===== src/suit_pkg.sv =====
`timescale 1ns / 1ps
// ----------------------------------------------------------------------------
// suit_pkg
// Shared types and constants for the sorted unique insert table.
// ----------------------------------------------------------------------------
package suit_pkg;

  localparam int DEPTH  = 32;
  localparam int CNT_W  = $clog2(DEPTH + 1);
  localparam int IDX_W  = $clog2(DEPTH);
  localparam int DATA_W = 16;

  typedef enum logic {
    FUNC_INSERT = 1'b0,
    FUNC_DUMP   = 1'b1
  } func_e;

  typedef enum logic [2:0] {
    ST_INSERTED  = 3'd0,
    ST_DUPLICATE = 3'd1,
    ST_FULL      = 3'd2,
    ST_DUMP      = 3'd3,
    ST_EMPTY     = 3'd4
  } status_e;

  typedef struct packed {
    logic capture;
    logic ins_step;
    logic dump_step;
  } suit_cmd_t;

  typedef struct packed {
    logic out_free;
    logic dump_last;
  } suit_sts_t;

endpackage


===== src/sorted_unique_insert_table_top.sv =====
`timescale 1ns / 1ps
// ----------------------------------------------------------------------------
// sorted_unique_insert_table_top
// Bounded ascending set of signed 16-bit values with insert and dump.
// ----------------------------------------------------------------------------
// Input channel (in_valid_i / in_ready_o) carries one word of func_i and
// value_i. func insert places the value in sorted order in a row of
// compare-and-shift cells, or reports duplicate or full; func dump streams
// every stored value in ascending order, last_o on the final one, or a
// single empty word when nothing is stored.
// Output channel (out_valid_o / out_ready_i) carries data_o, status_o and
// last_o from one output register.
// An insert captures the word, then, once the output register is free, all
// cells compare and shift in parallel as the result is loaded into it.
// A dump steps through the dump index, one entry per cycle while the
// receiver takes each word; an empty dump yields its single empty word.
// One operation is in flight at a time; the next word is taken as soon as
// the previous result is loaded into the output register.
// When the receiver stalls, the output word holds and the sequencer waits.
// Reset clears the fill count, so the table starts empty; no clearing pass.
// ----------------------------------------------------------------------------
module sorted_unique_insert_table_top import suit_pkg::*; (
  input  logic                     clk_i,
  input  logic                     rst_ni,
  input  logic                     in_valid_i,
  output logic                     in_ready_o,
  input  logic                     func_i,
  input  logic signed [DATA_W-1:0] value_i,
  output logic                     out_valid_o,
  input  logic                     out_ready_i,
  output logic signed [DATA_W-1:0] data_o,
  output logic [2:0]               status_o,
  output logic                     last_o
);

  suit_cmd_t cmd;
  suit_sts_t sts;

  suit_ctrl u_ctrl (
    .clk_i      (clk_i),
    .rst_ni     (rst_ni),
    .in_valid_i (in_valid_i),
    .in_ready_o (in_ready_o),
    .func_i     (func_i),
    .sts_i      (sts),
    .cmd_o      (cmd)
  );

  suit_datapath u_datapath (
    .clk_i       (clk_i),
    .rst_ni      (rst_ni),
    .value_i     (value_i),
    .cmd_i       (cmd),
    .sts_o       (sts),
    .out_valid_o (out_valid_o),
    .out_ready_i (out_ready_i),
    .data_o      (data_o),
    .status_o    (status_o),
    .last_o      (last_o)
  );

endmodule


===== src/suit_ctrl.sv =====
`timescale 1ns / 1ps
// ----------------------------------------------------------------------------
// suit_ctrl
// Sequencer for insert and dump operations of the sorted table.
// ----------------------------------------------------------------------------
module suit_ctrl import suit_pkg::*; (
  input  logic      clk_i,
  input  logic      rst_ni,
  input  logic      in_valid_i,
  output logic      in_ready_o,
  input  logic      func_i,
  input  suit_sts_t sts_i,
  output suit_cmd_t cmd_o
);

  typedef enum logic [2:0] {
    S_IDLE = 3'b001,
    S_INS  = 3'b010,
    S_DUMP = 3'b100
  } state_e;

  state_e state_q, state_d;
  logic   accept;

  assign in_ready_o = (state_q == S_IDLE);
  assign accept     = in_valid_i && in_ready_o;

  always_comb begin
    state_d           = state_q;
    cmd_o.capture     = 1'b0;
    cmd_o.ins_step    = 1'b0;
    cmd_o.dump_step   = 1'b0;
    case (state_q)
      S_IDLE: begin
        if (accept) begin
          cmd_o.capture = 1'b1;
          state_d       = (func_i == FUNC_DUMP) ? S_DUMP : S_INS;
        end
      end
      S_INS: begin
        if (sts_i.out_free) begin
          cmd_o.ins_step = 1'b1;
          state_d        = S_IDLE;
        end
      end
      S_DUMP: begin
        if (sts_i.out_free) begin
          cmd_o.dump_step = 1'b1;
          if (sts_i.dump_last) begin
            state_d = S_IDLE;
          end
        end
      end
      default: begin
        state_d = S_IDLE;
      end
    endcase
  end

  always_ff @(posedge clk_i or negedge rst_ni) begin
    if (!rst_ni) begin
      state_q <= S_IDLE;
    end else begin
      state_q <= state_d;
    end
  end

endmodule


===== src/suit_datapath.sv =====
`timescale 1ns / 1ps
// ----------------------------------------------------------------------------
// suit_datapath
// Row of compare-and-shift cells, fill count, dump index and output word.
// ----------------------------------------------------------------------------
module suit_datapath import suit_pkg::*; (
  input  logic                     clk_i,
  input  logic                     rst_ni,
  input  logic signed [DATA_W-1:0] value_i,
  input  suit_cmd_t                cmd_i,
  output suit_sts_t                sts_o,
  output logic                     out_valid_o,
  input  logic                     out_ready_i,
  output logic signed [DATA_W-1:0] data_o,
  output logic [2:0]               status_o,
  output logic                     last_o
);

  logic signed [DATA_W-1:0] entries_q [DEPTH];
  logic signed [DATA_W-1:0] entries_d [DEPTH];
  logic signed [DATA_W-1:0] value_q;
  logic [CNT_W-1:0]         count_q;
  logic [IDX_W-1:0]         idx_q;
  logic signed [DATA_W-1:0] data_q;
  status_e                  status_q;
  logic                     last_q;
  logic                     out_valid_q;

  logic [DEPTH-1:0] lt;
  logic [DEPTH-1:0] eq;
  logic             dup;
  logic             full;
  logic             empty;
  logic             idx_last;

  // per-cell compare against the captured value
  always_comb begin
    for (int i = 0; i < DEPTH; i++) begin
      lt[i] = (CNT_W'(i) < count_q) && (entries_q[i] < value_q);
      eq[i] = (CNT_W'(i) < count_q) && (entries_q[i] == value_q);
    end
  end

  assign dup      = |eq;
  assign full     = (count_q == CNT_W'(DEPTH));
  assign empty    = (count_q == '0);
  assign idx_last = (idx_q == IDX_W'(count_q - CNT_W'(1)));

  // cells below the insert point keep, the insert point takes the value, cells above take their lower neighbor
  always_comb begin
    for (int i = 0; i < DEPTH; i++) begin
      if (lt[i]) begin
        entries_d[i] = entries_q[i];
      end else if (i > 0 && !lt[(i > 0) ? i - 1 : 0]) begin
        entries_d[i] = entries_q[(i > 0) ? i - 1 : 0];
      end else begin
        entries_d[i] = value_q;
      end
    end
  end

  assign sts_o.out_free  = !out_valid_q || out_ready_i;
  assign sts_o.dump_last = empty || idx_last;

  always_ff @(posedge clk_i) begin
    if (cmd_i.capture) begin
      value_q <= value_i;
    end
    if (cmd_i.ins_step && !dup && !full) begin
      for (int i = 0; i < DEPTH; i++) begin
        entries_q[i] <= entries_d[i];
      end
    end
  end

  always_ff @(posedge clk_i or negedge rst_ni) begin
    if (!rst_ni) begin
      count_q     <= '0;
      idx_q       <= '0;
      out_valid_q <= 1'b0;
      data_q      <= '0;
      status_q    <= ST_INSERTED;
      last_q      <= 1'b0;
    end else begin
      if (out_valid_q && out_ready_i) begin
        out_valid_q <= 1'b0;
      end
      if (cmd_i.capture) begin
        idx_q <= '0;
      end
      if (cmd_i.ins_step) begin
        out_valid_q <= 1'b1;
        data_q      <= '0;
        last_q      <= 1'b1;
        if (dup) begin
          status_q <= ST_DUPLICATE;
        end else if (full) begin
          status_q <= ST_FULL;
        end else begin
          status_q <= ST_INSERTED;
          count_q  <= count_q + CNT_W'(1);
        end
      end
      if (cmd_i.dump_step) begin
        out_valid_q <= 1'b1;
        if (empty) begin
          data_q   <= '0;
          status_q <= ST_EMPTY;
          last_q   <= 1'b1;
        end else begin
          data_q   <= entries_q[idx_q];
          status_q <= ST_DUMP;
          last_q   <= idx_last;
          idx_q    <= idx_q + IDX_W'(1);
        end
      end
    end
  end

  assign out_valid_o = out_valid_q;
  assign data_o      = data_q;
  assign status_o    = status_q;
  assign last_o      = last_q;

endmodule

===== config.mk =====
export PLATFORM = sky130hd
export DESIGN_NAME = sorted_unique_insert_table_top
export DESIGN_NICKNAME = d
export VERILOG_FILES = /design/src/suit_pkg.sv /design/src/sorted_unique_insert_table_top.sv /design/src/suit_ctrl.sv /design/src/suit_datapath.sv
export SDC_FILE = /design/constraint.sdc
export NUM_CORES = 2
export LEC_CHECK = 0
export BUFFER_PORTS_ARGS = -buffer_cell sky130_fd_sc_hd__buf_2
export CORE_MARGIN = 2
export CORE_UTILIZATION = 30
export CTS_BUF_LIST = sky130_fd_sc_hd__clkbuf_2
export DETAILED_ROUTE_END_ITERATION = 6
export GPL_TIMING_DRIVEN = 0
export PLACE_DENSITY = 0.56
export REMOVE_ABC_BUFFERS = 1
export SLEW_MARGIN = 20
export SYNTH_ARGS = -nofsm -noshare
export SYNTH_HDL_FRONTEND = slang
export SYNTH_SLANG_ARGS = --single-unit

===== constraint.sdc =====
create_clock -name clk_i -period 6.5 [get_ports clk_i]
set_clock_uncertainty 0.1 [all_clocks]
set_input_delay 1.3 -clock clk_i [delete_from_list [all_inputs] [get_ports clk_i]]
set_output_delay 1.3 -clock clk_i [all_outputs]
set_load 0.02 [all_outputs]

## Yosys cells after proc, flatten, opt, wreduce, memory -nomap -nowiden

Memory sizes are Yosys's and may differ from the RTL's.
Index checks and enable logic that the tools add are counted.

- $add $sub $neg: 3
- Order comparisons: 64
- Equality and inequality tests: 41
- Multiplexer cells: 93
- Bitwise operators: 2
- Reduce and logical (&&, ||, !) cells: 79

Operators with widths:

| operator | count |
|---|---|
| 16-bit two-way mux | 66 |
| 16-bit equality test | 32 |
| 16-bit < comparator | 32 |
| 5-bit by 6-bit < comparator with 1-bit output (first input constant) | 16 |
| 1-bit logical AND | 68 |
| 4-bit by 6-bit < comparator with 1-bit output (first input constant) | 8 |
| 32-bit OR reduction | 1 |
| 3-bit by 6-bit < comparator with 1-bit output (first input constant) | 4 |
| 3-bit two-way mux | 8 |
| 5-bit two-way mux | 3 |
| 1-bit two-way mux | 13 |
| 1-bit by 6-bit < comparator with 1-bit output (first input constant) | 2 |
| 2-bit by 6-bit < comparator with 1-bit output (first input constant) | 2 |
| 3-bit one-hot mux with 3 select lines | 1 |
| 2-bit inequality test (second input constant) | 4 |
| 6-bit by 1-bit adder with 6-bit output (second input constant) | 1 |
| 6-bit equality test (second input constant) | 1 |
| 6-bit zero test | 1 |
| 5-bit by 1-bit adder with 5-bit output (second input constant) | 1 |
| 5-bit equality test | 1 |
| 5-bit by 1-bit subtractor with 5-bit output (second input constant) | 1 |
| 2-bit two-way mux | 2 |
| 4-bit AND reduction | 1 |
| 3-bit by 1-bit equality test with 1-bit output (second input constant) | 1 |
| 8 further kinds | 12 |

- Bits in registers: 51
- Bits in writable memories: 512
- Input port bits: 21
- Output and inout bits: 22
- Logic and storage cells: 291
- Memories kept: 1

Memory list:

| name | words | width | rd ports | clocked after Yosys merged registers in | write ports | line | source |
|---|---|---|---|---|---|---|---|
| u_datapath.entries_q | 32 | 16 | 33 | 0 | 32 | suit_datapath.sv:19 | `logic signed [DATA_W-1:0] entries_q [DEPTH];` |

## Longest topological paths before layout

An unclocked memory read counts as a cell.

- Word-level depth: 9
- Mapped depth: 13
- Mapped depth without buffers: 10

## Cells and area by module

Synthesis repeated with hierarchy kept, for this count alone.

- Cell total of the unflattened synthesis: 3,067
- Area total of the unflattened synthesis: 40,108.5 µm²

Modules (own cells, without submodules):

| module | instances | cells each | area each (µm²) | sequential area each (µm²) |
|---|---|---|---|---|
| suit_datapath | 1 | 3,052 | 39,930.8 | 16,656.0 |
| suit_ctrl | 1 | 15 | 177.7 | 76.3 |

## Least setup slack after synthesis

No wires, ideal clock.

- Path kind: reg-to-reg
- Start: register u_datapath.value_q[7]
- End: memory u_datapath.entries_q[31][0], enable pin
- Library setup time: 0.413 ns
- Data arrival time: 4.349 ns
- Required time: 5.987 ns
- Slack: 1.638 ns
- Cell stages (with the launch flop): 11
- Buffers on the path: 2
- Period minus slack after synthesis: 4.862 ns
- Cells stage by stage: edfxtp_1 > clkbuf_1 > inv_1 > ha_1 > and4_1 > nor4b_1 > or4_1 > nor4_2 > nand4_1 > clkbuf_1 > nor3b_1

RTL lines:

| item | line | source |
|---|---|---|
| start: declaration | suit_datapath.sv:21 | `logic signed [DATA_W-1:0] value_q;` |
| start signal: assignment | suit_datapath.sv:67 | `value_q <= value_i;` |
| end: declaration | suit_datapath.sv:19 |  |

==> PnR_summary.wiki <==
{| class="wikitable"
! Metric !! Value
|-
| Clock edge transition at the registers on the reported setup and hold paths || 0.11 ns
|-
| Count of cell types in the netlist || 67
|-
| Met3 wire len || 10600 µm
|-
| Leakage power total || 16.9 nW
|-
| Drt drc || 0
|-
| # clock sinks || 563
|-
| Area Growth Syn to Fin || 13.2%
|-
| Max-cap violation count || 0
|-
| Fraction of registers with async set or reset after synthesis || 6.22%
|-
| Tightest Hold Check Type || in2async
|-
| Post-synth top area cell || edfxtp_1
|-
| Crit Path Category || reg2reg
|-
| Via count of the first global-routing pass || 27700
|-
| Final wirelength || 135000 µm
|-
| Area fraction of the dominant cell type after synthesis || 40.4%
|-
| Endpoint type of the worst setup path || flop
|-
| Top Ports || 43
|-
| CTS Buf Count || 155
|-
| Max-Slew Margin vs Limit || 21.7%
|-
| Arrival time worst endpoint || 7.21 ns
|-
| Maximum achievable frequency || 160 MHz
|-
| Placer's final routability congestion estimate || 0.890
|-
| Share of the clock period used by the worst path || 96.1%
|-
| TritonCTS clock tree || built
|-
| Final instance area || 44400 µm²
|-
| Mapped Avg Cell Area || 13.2 µm²
|-
| Min Clock Period, post-route || 6.25 ns
|-
| Total Die Area || 134000 µm²
|-
| Data required time at the worst endpoint || 7.46 ns
|-
| Sequential element share of the synthesized area || 42.6%
|-
| First-pass GRT wire length || 197000 µm
|-
| Max Fanout on Critical Path || 34
|-
| Top area cells in the synthesized netlist || edfxtp_1 40%, ha_1 16%, mux2_2 14%, mux4_2 9.2%, a21o_1 2.6%
|-
| Run status || finished clean
|-
| Delay contributed by the slowest stage of the critical path || 0.73 ns
|-
| Antenna violations before repair || 12
|-
| Worst VDD drop || 0.000201 V
|-
| Detail Route Antenna Nets || 0
|-
| Number of enable-type register cells in the synthesized netlist || 528
|-
| Buffer depth of the longest clock path || 3
|-
| Ratio of cells with drive above 1 in the final layout || 33.8%
|-
| Total buffers and inverters traversed by the critical path || 7
|-
| PwrDens || 293 nW/µm²
|-
| Cell count after synthesis || 2984
|-
| WL met2 || 61100 µm
|-
| Count of warnings emitted by yosys || 0
|-
| Highest routed layer || met5
|-
| Post-synthesis sequential element count || 563
|-
| X dimension of the die || 366 µm
|-
| Post-synthesis cell area || 39300 µm²
|-
| CP top delay family || simple AND/OR/NAND/NOR gates
|-
| Highest-count cells in the layout ignoring fill and taps || 528 x edfxtp_1, 516 x ha_1, 473 x mux2_2
|-
| Final setup fails || 0
|-
| Final hold viol count || 0
|-
| Half-perimeter wire length after detailed placement || 99100 µm
|-
| Total number of H-tree levels || 4
|-
| Initial standard-cell utilization of the core || 30.3%
|-
| Most common library cell in the layout ignoring fill and taps || edfxtp_1
|-
| Number of vias after detailed routing || 28100
|-
| Wire length on met1 || 58400 µm
|-
| # nets final || 3683
|-
| Share of the core filled with cells in the final layout || 34.3%
|-
| Cell-by-cell trace of the critical path || buf_8 -> buf_8 -> inv_4 -> ha_1 -> nand4_1 -> a21oi_1 -> a22oi_1 -> o2111ai_1 -> nor4_2 -> nand4_1 -> buf_8 -> buf_6 -> buf_8 -> buf_6 -> nor2_2
|-
| Cell with the most instances on the worst path || buf_8
|-
| Critical-path top delay cell || edfxtp_1
|-
| CP startpoint kind || flop
|-
| Floorplan die height || 366 µm
|-
| Ratio of routed vias to standard cells || 5.59
|-
| Core Rows || 132
|-
| Worst slew pin tran || 1.16 ns
|-
| Global route total overflow || 0
|-
| Worst skew pair latency || 1.53 ns
|-
| Count of routing violations after the opening detailed-route iteration || 2623
|-
| CTS Root Cell || clkbuf_2
|-
| Maximum number of pins on one net before global-route repair || 43
|-
| Total routing usage reported by global routing || 20.0%
|-
| Setup repair after global routing missed its margin || no
|-
| Core area || 130000 µm²
|-
| Overall power consumption || 13.0 mW
|-
| Mean routed wirelength per cell || 27.0 µm
|-
| Primary FF master, synth || edfxtp_1
|-
| Post-CTS Setup Inserts || 0
|-
| Number of detailed-routing iterations run before antenna repair || 7
|-
| Count of port buffers added during placement || 42
|-
| Final slew viol count || 0
|-
| Post-placement cell area || 42800 µm²
|}
[metrics by stage]
| stage | setup slack, ns | TNS, ns | instances | hold slack [ns] |
|---|---|---|---|---|
| final | 0.253 | 0 | 5018 | 0.169 |
| after global routing | 0.198 | 0 | 5014 | 0.0738 |
| after CTS | 0.174 | 0 | 5011 | 0.219 |
| after detailed placement | 0.156 | 0 | 4710 | 0.365 |
| after global placement | -5.91 | -2888.03 | 4619 | 0.363 |
| after floorplan | -0.0499 | -0.799 | 2835 | 0.391 |
[worst paths after layout]
| check | endpoint | startpoint | slack (ns) | cells past startpoint |
|---|---|---|---|---|
| max | u_datapath.entries_q[28][4] | u_datapath.value_q[2] | 0.25 | 15 |
| min | u_datapath.data_o[9] | rst_ni | 0.17 | 2 |
| max reg2reg | u_datapath.entries_q[28][4] | u_datapath.value_q[2] | 0.25 | 15 |
| min reg2reg | u_datapath.data_o[2] | u_datapath.data_o[2] | 0.38 | 2 |
| max in group asynchronous | u_ctrl.state_q[0] | rst_ni | 5.52 | 3 |
| min in group clk_i | u_datapath.data_o[2] | u_datapath.data_o[2] | 0.38 | 2 |
[cell usage after synthesis (4+ instances only)]
cell and n:
dfrtp_1 34, nor2_1 109, and3_1 6, nand3b_1 5
nor4b_1 8, o21a_1 37, o31ai_1 7, buf_2 13
inv_1 66, clkbuf_1 106, or3_1 6, or2_2 7
nor4_1 9, nand2_1 97, o21ai_0 121, ha_1 516
edfxtp_1 528, a31oi_1 4, a21oi_1 125, nor2b_1 52
a2111oi_0 14, nor3_1 38, xnor2_1 9, nand4b_1 5
mux2_2 473, o211ai_1 5, o2111ai_1 8, nand4_1 116
mux4_2 160, a21o_1 135, nand3_1 14, a211oi_1 8
buf_1 29, nand2b_1 25, and4_1 16, mux2i_1 20
nor3b_1 4
[what timing repair did]
item | CTS | global route
endpoints found under the setup margin | 0 | 0
resized for setup | 0 | 0
hold buffers | 20 | 0
hold endpoints to repair | 53 | 0
[cells by family (layout without fill, tap and decap cells)]
| logic type | count (synthesis) | count (layout) | synth area share [%] |
|---|---|---|---|
| muxes | 654 | 654 | 23.3 |
| DFF | 563 | 563 | 42.6 |
| and+or+nand+nor | 532 | 532 | 7.31 |
| adders and majority gates | 516 | 516 | 16.4 |
| AOI/OAI and AO/OA | 492 | 492 | 8.01 |
| buffers and inverters | 215 | 501 | 2.11 |
| xor gates and xnor gates | 12 | 12 | 0.268 |
| other | 0 | 6 | 0 |
[registers in the layout, summed over array words and instances, names as in the netlist]
register,count
u_ctrl.state_q,3
u_datapath.last_o,1
u_datapath.status_o,3
u_datapath.out_valid_o,1
u_datapath.idx_q,5
u_datapath.data_o,16
u_datapath.entries_q,512
u_datapath.count_q,6
u_datapath.value_q,16
[routing by layer]
| metal | vias to the layer above | global-route usage [%] |
|---|---|---|
| met1 | 14200 | 26.8 |
| met4 | 6 | 8.86 |
| met2 | 1210 | 30.9 |
| li1 | 12400 | - |
| met3 | 270 | 4.36 |
| met5 | - | 0 |
[power by group]
part / switching [mW] / internal (mW) / total (mW)
Sequential: 0.346 / 4.46 / 4.80
Combinational: 3.03 / 2.46 / 5.49
Clock: 1.70 / 1.03 / 2.73
Total: 5.08 / 7.94 / 13.0
[area by class of cell]
type,count,area [µm²]
diodes,6,15.0
clock buffers,230,1150
clock inverters,51,258
fillers,12800,85200
inverters,66,283
multi-input cells,2206,22000
flip-flops and latches,563,16700
well taps,1742,2180
repair buffers,154,1820
No activity file was read; power rests on OpenSTA's default activity.
